### src/hdl/sorted_key_table_unit_macros.svh
// Assertion helpers for the sorted key table unit.
// Both macros sample on clk_i and are switched off while rst_ni is low.
`ifndef SORTED_KEY_TABLE_UNIT_MACROS_SVH
`define SORTED_KEY_TABLE_UNIT_MACROS_SVH

// Check a property at every clock edge.
`define SKT_ASSERT(label, prop, msg) \
  label: assert property (@(posedge clk_i) disable iff (!rst_ni) (prop)) else $error(msg);

// Check that a condition in one cycle implies another in the next cycle.
`define SKT_ASSERT_NEXT(label, ante, cons, msg) \
  label: assert property (@(posedge clk_i) disable iff (!rst_ni) (ante) |=> (cons)) \
    else $error(msg);

`endif

### src/hdl/skt_pkg.sv
// ----------------------------------------------------------------------------
// skt_pkg
// Shared constants, codes and types of the sorted key table unit.
// ----------------------------------------------------------------------------
`default_nettype none

package skt_pkg;

  localparam int CAPACITY      = 16;
  localparam int PAYLOAD_WIDTH = 16;
  localparam int KEY_WIDTH     = 32;
  localparam int KIND_WIDTH    = 2;
  localparam int COUNT_WIDTH   = $clog2(CAPACITY + 1);

  // Operation codes carried in the kind field
  typedef enum logic [KIND_WIDTH-1:0] {
    KIND_INSERT = 2'd0,
    KIND_FIND   = 2'd1,
    KIND_REMOVE = 2'd2
  } kind_e;

  // Broadcast from the control logic to every cell
  typedef struct packed {
    logic                            ins_en;
    logic                            rem_en;
    logic signed [KEY_WIDTH-1:0]     key;
    logic        [PAYLOAD_WIDTH-1:0] payload;
  } cell_cmd_t;

  // Compare flags a cell hands to its right neighbor
  typedef struct packed {
    logic lt;
    logic eq;
  } cell_flag_t;

  // Entry held by one cell
  typedef struct packed {
    logic signed [KEY_WIDTH-1:0]     key;
    logic        [PAYLOAD_WIDTH-1:0] payload;
  } entry_t;

endpackage

`default_nettype wire

### src/hdl/skt_channels.sv
// ----------------------------------------------------------------------------
// skt_in_if / skt_out_if
// Valid/ready channels for request words and result words.
// ----------------------------------------------------------------------------
`default_nettype none

interface skt_in_if;
  logic                                  valid;
  logic                                  ready;
  logic        [skt_pkg::KIND_WIDTH-1:0] kind;
  logic signed [skt_pkg::KEY_WIDTH-1:0]  key;
  logic [skt_pkg::PAYLOAD_WIDTH-1:0]     payload;

  modport source (output valid, kind, key, payload, input ready);
  modport sink   (input valid, kind, key, payload, output ready);
endinterface

interface skt_out_if;
  logic                                valid;
  logic                                ready;
  logic                                ok;
  logic [skt_pkg::PAYLOAD_WIDTH-1:0]   found_payload;
  logic [skt_pkg::COUNT_WIDTH-1:0]     entry_count;

  modport source (output valid, ok, found_payload, entry_count, input ready);
  modport sink   (input valid, ok, found_payload, entry_count, output ready);
endinterface

`default_nettype wire

### src/hdl/skt_cell.sv
// ----------------------------------------------------------------------------
// skt_cell
// One table position: holds an entry, compares it with the request key and
// shifts in from the left (insert) or from the right (remove).
// ----------------------------------------------------------------------------
`default_nettype none

module skt_cell (
  input  wire logic                clk_i,
  input  wire skt_pkg::cell_cmd_t  cmd_i,
  input  wire logic                occ_i,
  input  wire skt_pkg::cell_flag_t left_flag_i,
  input  wire skt_pkg::entry_t     left_entry_i,
  input  wire skt_pkg::entry_t     right_entry_i,
  output skt_pkg::cell_flag_t      flag_o,
  output skt_pkg::entry_t          entry_o,
  output logic                     hit_o
);

  skt_pkg::entry_t entry_q, entry_d;
  skt_pkg::entry_t new_entry;

  // Compare the stored key against the request key
  assign flag_o.lt = occ_i && (entry_q.key < cmd_i.key);
  assign flag_o.eq = occ_i && (entry_q.key == cmd_i.key);

  // Equal keys sit side by side, so the first match has no match on its left
  assign hit_o   = flag_o.eq && !left_flag_i.eq;
  assign entry_o = entry_q;

  assign new_entry.key     = cmd_i.key;
  assign new_entry.payload = cmd_i.payload;

  // Keep entries below the request key, shift the rest
  always_comb begin
    entry_d = entry_q;
    if (cmd_i.ins_en && !flag_o.lt) begin
      entry_d = left_flag_i.lt ? new_entry : left_entry_i;
    end else if (cmd_i.rem_en && !flag_o.lt) begin
      entry_d = right_entry_i;
    end
  end

  always_ff @(posedge clk_i) begin
    entry_q <= entry_d;
  end

endmodule

`default_nettype wire

### src/hdl/sorted_key_table_unit.sv
// The result word is registered and appears in the cycle after its request word is accepted.
// Throughput: one request per cycle while the result side takes every word;
// every cell compares its key in the same cycle, so the 32-bit compare in the
// cells plus the match reduction across the row sets the cycle.
// Reset clears the entry count and the result valid; cell contents stay
// unknown until written and are never read beyond the entry count.
// ----------------------------------------------------------------------------
// sorted_key_table_unit
// Sorted table of keyed entries built as a row of shifting cells.
// ----------------------------------------------------------------------------
`default_nettype none

`include "sorted_key_table_unit_macros.svh"

module sorted_key_table_unit (
  input  wire logic clk_i,
  input  wire logic rst_ni,
  skt_in_if.sink    in_ch_i,
  skt_out_if.source out_ch_o
);

  localparam int Cap = skt_pkg::CAPACITY;
  localparam int Cw  = skt_pkg::COUNT_WIDTH;
  localparam int Pw  = skt_pkg::PAYLOAD_WIDTH;

  logic [Cw-1:0]       count_q, count_d;
  logic                out_valid_q;
  logic                ok_q, ok_d;
  logic [Pw-1:0]       found_q, found_d;
  logic                accept;
  logic                any_hit;
  logic                not_full;
  logic [Cap-1:0]      occ;
  logic [Cap-1:0]      hit;
  logic [Pw-1:0]       hit_payload;
  skt_pkg::cell_cmd_t  cmd;
  skt_pkg::cell_flag_t flag     [Cap];
  skt_pkg::entry_t     entry    [Cap];
  skt_pkg::cell_flag_t left_flag;
  skt_pkg::entry_t     blank_entry;

  // Take a new word when the result register is empty or being drained
  assign in_ch_i.ready = !out_valid_q || out_ch_o.ready;
  assign accept        = in_ch_i.valid && in_ch_i.ready;
  assign not_full      = count_q < Cw'(Cap);

  // Cell zero sees a smaller neighbor and no match on its left
  assign left_flag.lt  = 1'b1;
  assign left_flag.eq  = 1'b0;
  assign blank_entry   = '0;

  assign any_hit = |hit;

  // Pick the payload of the first match
  always_comb begin
    hit_payload = '0;
    for (int i = 0; i < Cap; i++) begin
      hit_payload = hit_payload | (hit[i] ? entry[i].payload : '0);
    end
  end

  // Decode the request word into the broadcast command
  always_comb begin
    cmd.key     = in_ch_i.key;
    cmd.payload = in_ch_i.payload;
    cmd.ins_en  = 1'b0;
    cmd.rem_en  = 1'b0;
    ok_d        = 1'b0;
    found_d     = '0;
    count_d     = count_q;
    case (in_ch_i.kind)
      skt_pkg::KIND_INSERT: begin
        ok_d       = not_full;
        cmd.ins_en = accept && not_full;
        if (cmd.ins_en) begin
          count_d = count_q + Cw'(1);
        end
      end
      skt_pkg::KIND_FIND: begin
        ok_d    = any_hit;
        found_d = hit_payload;
      end
      skt_pkg::KIND_REMOVE: begin
        ok_d       = any_hit;
        cmd.rem_en = accept && any_hit;
        if (cmd.rem_en) begin
          count_d = count_q - Cw'(1);
        end
      end
      default: begin
        ok_d = 1'b0;
      end
    endcase
  end

  // Row of cells
  for (genvar i = 0; i < Cap; i++) begin : g_cell
    assign occ[i] = Cw'(i) < count_q;
    if (i == 0) begin : g_first
      skt_cell u_cell (
        .clk_i         (clk_i),
        .cmd_i         (cmd),
        .occ_i         (occ[i]),
        .left_flag_i   (left_flag),
        .left_entry_i  (blank_entry),
        .right_entry_i (entry[i+1]),
        .flag_o        (flag[i]),
        .entry_o       (entry[i]),
        .hit_o         (hit[i])
      );
    end else if (i == Cap - 1) begin : g_last
      skt_cell u_cell (
        .clk_i         (clk_i),
        .cmd_i         (cmd),
        .occ_i         (occ[i]),
        .left_flag_i   (flag[i-1]),
        .left_entry_i  (entry[i-1]),
        .right_entry_i (blank_entry),
        .flag_o        (flag[i]),
        .entry_o       (entry[i]),
        .hit_o         (hit[i])
      );
    end else begin : g_mid
      skt_cell u_cell (
        .clk_i         (clk_i),
        .cmd_i         (cmd),
        .occ_i         (occ[i]),
        .left_flag_i   (flag[i-1]),
        .left_entry_i  (entry[i-1]),
        .right_entry_i (entry[i+1]),
        .flag_o        (flag[i]),
        .entry_o       (entry[i]),
        .hit_o         (hit[i])
      );
    end
  end

  // Entry count and result valid
  always_ff @(posedge clk_i or negedge rst_ni) begin
    if (!rst_ni) begin
      count_q     <= '0;
      out_valid_q <= 1'b0;
    end else begin
      count_q <= count_d;
      if (accept) begin
        out_valid_q <= 1'b1;
      end else if (out_ch_o.ready) begin
        out_valid_q <= 1'b0;
      end
    end
  end

  // Hold the result word until it is taken
  always_ff @(posedge clk_i) begin
    if (accept) begin
      ok_q    <= ok_d;
      found_q <= found_d;
    end
  end

  assign out_ch_o.valid         = out_valid_q;
  assign out_ch_o.ok            = ok_q;
  assign out_ch_o.found_payload = found_q;
  assign out_ch_o.entry_count   = count_q;

  `SKT_ASSERT(a_count_bound, count_q <= Cw'(Cap), "entry count above capacity")
  `SKT_ASSERT(a_single_hit, $onehot0(hit), "more than one first match")
  `SKT_ASSERT_NEXT(a_insert_count, cmd.ins_en, count_q == $past(count_q) + Cw'(1), "insert count")
  `SKT_ASSERT_NEXT(a_remove_count, cmd.rem_en, count_q == $past(count_q) - Cw'(1), "remove count")

endmodule

`default_nettype wire
### src/flat_wrapper.sv
// flat-port wrapper written by rule: the top's interface ports become plain ports
module sorted_key_table_unit_flat 
  (clk_i, rst_ni, in_ch_i_valid, in_ch_i_kind, in_ch_i_key, in_ch_i_payload, in_ch_i_ready, out_ch_o_valid, out_ch_o_ok, out_ch_o_found_payload, out_ch_o_entry_count, out_ch_o_ready);
  skt_in_if in_ch_i_i ();
  skt_out_if out_ch_o_i ();
  input  wire logic clk_i;
  input  wire logic rst_ni;
  input wire logic [$bits(in_ch_i_i.valid)-1:0] in_ch_i_valid;
  input wire logic [$bits(in_ch_i_i.kind)-1:0] in_ch_i_kind;
  input wire logic [$bits(in_ch_i_i.key)-1:0] in_ch_i_key;
  input wire logic [$bits(in_ch_i_i.payload)-1:0] in_ch_i_payload;
  output wire logic [$bits(in_ch_i_i.ready)-1:0] in_ch_i_ready;
  output wire logic [$bits(out_ch_o_i.valid)-1:0] out_ch_o_valid;
  output wire logic [$bits(out_ch_o_i.ok)-1:0] out_ch_o_ok;
  output wire logic [$bits(out_ch_o_i.found_payload)-1:0] out_ch_o_found_payload;
  output wire logic [$bits(out_ch_o_i.entry_count)-1:0] out_ch_o_entry_count;
  input wire logic [$bits(out_ch_o_i.ready)-1:0] out_ch_o_ready;
  assign in_ch_i_i.valid = in_ch_i_valid;
  assign in_ch_i_i.kind = in_ch_i_kind;
  assign in_ch_i_i.key = in_ch_i_key;
  assign in_ch_i_i.payload = in_ch_i_payload;
  assign in_ch_i_ready = in_ch_i_i.ready;
  assign out_ch_o_valid = out_ch_o_i.valid;
  assign out_ch_o_ok = out_ch_o_i.ok;
  assign out_ch_o_found_payload = out_ch_o_i.found_payload;
  assign out_ch_o_entry_count = out_ch_o_i.entry_count;
  assign out_ch_o_i.ready = out_ch_o_ready;
  sorted_key_table_unit u_core (.clk_i(clk_i), .rst_ni(rst_ni), .in_ch_i(in_ch_i_i), .out_ch_o(out_ch_o_i));
endmodule
### config.mk
export PLATFORM = sky130hd
export DESIGN_NAME = sorted_key_table_unit_flat
export DESIGN_NICKNAME = d
export VERILOG_FILES = /design/src/hdl/skt_pkg.sv /design/src/hdl/skt_channels.sv /design/src/hdl/skt_cell.sv /design/src/hdl/sorted_key_table_unit.sv /design/src/flat_wrapper.sv
export VERILOG_INCLUDE_DIRS = /design/src /design/src/hdl
export SDC_FILE = /design/constraint.sdc
export NUM_CORES = 2
export LEC_CHECK = 0
export BUFFER_PORTS_ARGS = -buffer_cell sky130_fd_sc_hd__buf_2
export CAP_MARGIN = 20
export CORE_UTILIZATION = 31
export CTS_CLUSTER_DIAMETER = 40
export CTS_CLUSTER_SIZE = 16
export DETAILED_ROUTE_END_ITERATION = 8
export PLACE_DENSITY_LB_ADDON = 0.05
export SYNTH_ARGS = -nofsm -noshare
export SYNTH_HDL_FRONTEND = slang
export SYNTH_SLANG_ARGS = --single-unit
export TNS_END_PERCENT = 50
### constraint.sdc
create_clock -name clk_i -period 9.3 [get_ports clk_i]
set_clock_uncertainty 0.2 [all_clocks]
set_input_delay 1.86 -clock clk_i [delete_from_list [all_inputs] [get_ports clk_i]]
set_output_delay 1.86 -clock clk_i [all_outputs]
set_load 0.005 [all_outputs]
# Word level (Yosys, flattened, before mapping)
# Index checks and enable logic that the tools add are counted.
# op_classes
n_addsub	2
magnitude_cmp	33
n_eq_ne	20
n_mux	71
bitwise	15
n_reduce_logical	137
# ops
operator	count
48-bit two-way mux	47
32-bit equality test	16
32-bit < comparator	16
16-bit two-way mux	16
16-bit OR	15
1-bit logical AND	82
4-bit by 5-bit < comparator with 1-bit output, first input constant	8
2-bit nonzero test	18
1-bit zero test	32
3-bit by 5-bit < comparator with 1-bit output, first input constant	4
16-bit OR reduction	1
1-bit by 5-bit < comparator with 1-bit output, first input constant	2
2-bit by 5-bit < comparator with 1-bit output, first input constant	2
5-bit two-way mux	2
5-bit one-hot mux with 2 select lines	1
5-bit by 1-bit adder with 5-bit output, second input constant	1
5-bit < comparator, second input constant	1
5-bit by 1-bit subtractor with 5-bit output, second input constant	1
1-bit two-way mux	4
2-bit by 1-bit inequality test with 1-bit output, second input constant	2
3-bit AND reduction	1
2-bit by 1-bit equality test with 1-bit output, second input constant	1
2-bit equality test, second input constant	1
2-bit zero test	1
other kinds (3)	3
# word_totals
ff_bits	791
in_bits	54
output_inout_bits	24
wordCells	314

# Depth between registers and ports, before layout
# depth
depth_word	20
ltp_mapped	16
depth_no_buf	10

# By module
# From an unflattened synthesis, not the netlist that was laid out.
# unflattened
cells_unflattened	4769
area_unflattened_um2	59562.1
# by_module_without_submodules
mod	n_inst	cells_per_inst	area_per_inst_um2	seq_area_each_um2
skt_cell	16	278	3550.9	1441.4
sorted_key_table_unit	1	321	2747.6	660.6

# Least setup slack after synthesis
# OpenSTA, ideal clock, no wires.
# synth_path
path_kind	input to register
start	input in_ch_i_key[13]
end	register u_core.g_cell[3].g_mid.u_cell.entry_q, in the netlist u_core.g_cell[3].g_mid.u_cell.entry_o[0] (enable)
setup_ns	0.573
arrival_ns	9.287
required_ns	8.527
setup_slack_ns	-0.760
path_stages	12
path_buffers	2
path_cell_list	clkbuf_1 > clkbuf_1 > inv_1 > ha_1 > nand4_1 > or3_1 > or4_1 > nor4_4 > nor4_2 > nand4_2 > a21oi_4 > nor4_1
# synth_via
elab_chain_len	9
elab_cells_between_ends	71
cone_classes	order compare: 1; eq/ne: 16; mux: 1; reduce/logical: 53
# synth_lines
item	line_no	rtl
start: declaration	flat_wrapper.sv:10	input wire logic [$bits(in_ch_i_i.key)-1:0] in_ch_i_key;
32-bit equality test	skt_cell.sv:25	assign flag_o.eq = occ_i && (entry_q.key == cmd_i.key);
1-bit logical AND	skt_cell.sv:25	
1-bit zero test	skt_cell.sv:28	assign hit_o = flag_o.eq && !left_flag_i.eq;
1-bit logical AND	skt_cell.sv:28	
16-bit OR reduction	sorted_key_table_unit.sv:52	assign any_hit = |hit;
1-bit logical AND	sorted_key_table_unit.sv:85	cmd.rem_en = accept && any_hit;
1-bit two-way mux	sorted_key_table_unit.sv:71	case (in_ch_i.kind)
1-bit logical AND	skt_cell.sv:39	end else if (cmd_i.rem_en && !flag_o.lt) begin
2-bit nonzero test (no line) *	--	
end signal: assignment	skt_cell.sv:45	entry_q <= entry_d;
end: declaration	skt_cell.sv:20	skt_pkg::entry_t entry_q, entry_d;
# Mark *: on every way between the ends. The rest lies on a longest branch, timed or not.
# A chain may end at the register's enable or synchronous reset.

# Final worst setup path
# layout_path
start	input in_ch_i_key[25]
end	register u_core.g_cell[3].g_mid.u_cell.entry_q, in the netlist u_core.g_cell[3].g_mid.u_cell.entry_o[12] (enable)
# The elaborated chain is that of the path after synthesis.

==> results.cfg <==
[cells_and_area]
regArea_um2 = 23720
fillerInstances = 17280
nets = 5806
final_layout_size_suffix_gt1_frac = 0.1339
area_delta_synth_final_pct = 18.23
fin_util = 0.3703
multiInputGateArea_um2 = 29150

[floorplan]
start_util = 0.3132
die-area_um2 = 177900
rows = 153
core-area_um2 = 174400
dieHeight_um = 421.8
die_width_um = 421.8
ios = 78

[worst_setup_path]
required_ps = 9540
reg2reg_from = u_core.g_cell[6].g_mid.u_cell.entry_o[41]$_DFFE_PP_
cp_max_fo = 26
critPathLaunch = in_ch_i_key[25]
cp_slowest_cell = nor4_1
cp-start-kind = input pin
cp.arrival_ps = 7490
crit_top_cell = buf_4
path_class = in2reg
timing.reg2reg.setup_slack_ps = 3480
cp_slowest_stage_delay_ps = 1040
crit_chain = buf_2 > inv_1 > ha_1 > nand4_1 > nor4_1 > nand4b_1 > nor2b_2 > buf_4 > nor4_2 > nand4_2 > a21oi_4 > nor4_4 > buf_4
r2r.worst_path.cells = 11
end_kind = flip-flop
r2r_end = u_core.g_cell[3].g_mid.u_cell.entry_o[12]$_DFFE_PP_

[place]
dp_slack_ps = 1340
hpwl_mm = 174.9
port-buffer-count = 77
gp_congestion = 0.9483

[logic_synthesis]
ys.flop_type = edfxtp_1
syn_nets = 5809
synth_seq_cells = 791
yosysUniqueCellTypes = 83
yosysWarnings = 0
netlist_top_cells_count = edfxtp_1, mux2i_1, a21oi_1
yosysSeqAreaShare = 0.4343
yosys-top-cells-area = edfxtp_1, mux2i_1, ha_1
yosysTopAreaCell = edfxtp_1
syn_avg_cell_area_um2 = 10.43
yosysTopAreaCellShare = 0.4315
synthesis.area_um2 = 54620
async_flop_share = 0.007585
yosysMostFrequentCell = edfxtp_1
synth_cells = 5236
synth-edff-count = 785

[hold_path]
min_from = u_core.g_cell[10].g_mid.u_cell.entry_o[29]$_DFFE_PP_
whs_endpoint = u_core.g_cell[9].g_mid.u_cell.entry_o[29]$_DFFE_PP_
min_path_cells = 2
min_path_type = reg2reg

[status]
outcome = finished, final reports clean

[drt]
viasPerCell = 5.866
wl_mm = 260.3
wl_per_cell_um = 33.69
drcViolationCount = 0
drt_iter0_drc = 5010
firstDrtPassIters = 8
vias = 45320
ant_nets = 0

[cts]
cts_setup_buffers = 0
cts_tree = done
cts_buffer_depth = 3
clkSinkCount = 791
cts_resized = 0
cts-root-buf = clkbuf_16
cts_buffers = 196
ctsHtreeMaxLevel = 4
clk_pin_slew_ps = 50
insertion_delay_ps = 820
cts_hold_buf = 0

[sta]
fin_crit_ps = 7245
finalSetupViolCount = 0
max_freq_ghz = 0.1380
slew_violations = 0
slew_headroom = 0.1848
hold_violations = 0
fin_crit_sh = 0.7791
rsz0062_at_grt = no
tns_ps = 0
worst_slack_ps = 2055
worst_pin_slew_ps = 1212

[power_and_ir_drop]
switching_share = 0.3330
power.share.combinational = 0.251
p_sw_mw = 5.101
p_seq_frac = 0.286
power_per_cell_area_nw_per_um2 = 237.1
vdd_drop_max_uv = 144.8
clockPowerShare = 0.463
p_leak_nw = 25.92
p_int_mw = 10.21
power.total_mw = 15.32

[global_routing]
grt_use_total = 0.2853
grt_pass1_vias = 43910
grt_first_pass_wirelength_mm = 359.8
grt_max_degree = 103
grt_antenna_before_repair = 9
overflow = 0

[run]
maxCapViolCount = 0
[flip-flops by register name (all words and copies together) (netlist names)]
| name | cells |
|---|---|
| u_core.g_cell.g_first.u_cell.entry_o | 48 |
| u_core.g_cell.g_last.u_cell.entry_o | 48 |
| u_core.g_cell.g_mid.u_cell.entry_o | 672 |
| u_core.out_ch_o.entry_count | 5 |
| u_core.out_ch_o.found_payload | 16 |
| u_core.out_ch_o.ok | 1 |
| u_core.out_ch_o.valid | 1 |
[cell families (layout without fill, tap and decap cells)]
group,Yosys count,after routing,share of synthesized area
AND/OR/NAND/NOR,1011,1011,0.08500
XOR/XNOR,4,4,0.0006413
AO/OA/AOI/OAI,1548,1548,0.1655
adder cells (fa/ha/maj),519,519,0.1189
buffers and inverters,538,700,0.03969
multiplexers,825,825,0.1560
flip-flops,791,791,0.4343
other,0,4,0
[cell type report]
| class | count | share of cell area |
|---|---|---|
| multi-input combinational | 3907 | 0.4513 |
| sequential | 791 | 0.3673 |
| clock inverter | 132 | 0.02476 |
| timing repair buffer | 214 | 0.02503 |
| clock buffer | 231 | 0.07929 |
| tap | 2325 | 0.04504 |
| inverter | 123 | 0.007149 |
| antenna | 4 | 0.0001550 |
[layer usage]
metal / wire length [um] / global-route usage / part of all wire
met5: 27 / 0 / 0.00010
met2: 117100 / 0.4465 / 0.45
met4: 8983 / 0.09655 / 0.035
met1: 117700 / 0.3977 / 0.45
met3: 16550 / 0.04569 / 0.064
[critical path, delay by kind of cell]
family          cells  cell delay (ps)
simple gates        7             2960
buf+inv             4             1920
fa+ha+maj           1              470
compound gates      1              180
[worst max-delay path by stage]
stage | endpoint | slack, ps | cells past startpoint
2_1_floorplan | u_core.g_cell[15].g_last.u_cell.entry_o[0]$_SDFFCE_PN0P_ | 240 | 12
3_3_place_gp | u_core.g_cell[1].g_mid.u_cell.entry_o[38]$_DFFE_PP_ | 1390 | 14
3_5_place_dp | u_core.g_cell[3].g_mid.u_cell.entry_o[14]$_DFFE_PP_ | 1340 | 13
4_1_cts | u_core.g_cell[3].g_mid.u_cell.entry_o[6]$_DFFE_PP_ | 2200 | 13
5_1_grt | u_core.g_cell[3].g_mid.u_cell.entry_o[8]$_DFFE_PP_ | 1880 | 13
6_report | u_core.g_cell[3].g_mid.u_cell.entry_o[12]$_DFFE_PP_ | 2050 | 13
[layout by cell type (no fill, tap or decap), types with 77 or more instances in the layout]
cell | synthesis | final
edfxtp_1 | 785 | 785
nand4_1 | 124 | 124
buf_2 | 71 | 77
a21oi_1 | 645 | 642
nor2_1 | 153 | 144
buf_4 | 8 | 120
nand2_1 | 510 | 508
mux2_2 | 114 | 113
ha_1 | 519 | 518
mux2i_1 | 682 | 678
a221oi_1 | 82 | 82
o21ai_0 | 536 | 535
inv_1 | 122 | 122
clkbuf_16 | 0 | 200
[power groups by stage]
stage | logic, mW | registers (mW) | clock network (mW)
floorplan | 2.41 | 4.33 | 0
global placement | 3.79 | 4.45 | 0
detailed placement | 3.79 | 4.44 | 0
CTS | 3.80 | 4.38 | 7.19
global route | 4.03 | 4.40 | 7.36
finish | 3.84 | 4.39 | 7.09
[through the flow]
| step | std cells | hold WS [ps] | instance area, um^2 |
|---|---|---|---|
| 2_1_floorplan | 5236 | 344.6 | 54630 |
| 3_3_place_gp | 7357 | 378.5 | 57820 |
| 3_5_place_dp | 7359 | 383.7 | 57850 |
| 4_1_cts | 7722 | 388.1 | 64570 |
| 5_1_grt | 7723 | 412.6 | 64580 |
| 6_report | 7727 | 388.2 | 64590 |
Note: power is estimated with default switching activity, not from simulation.
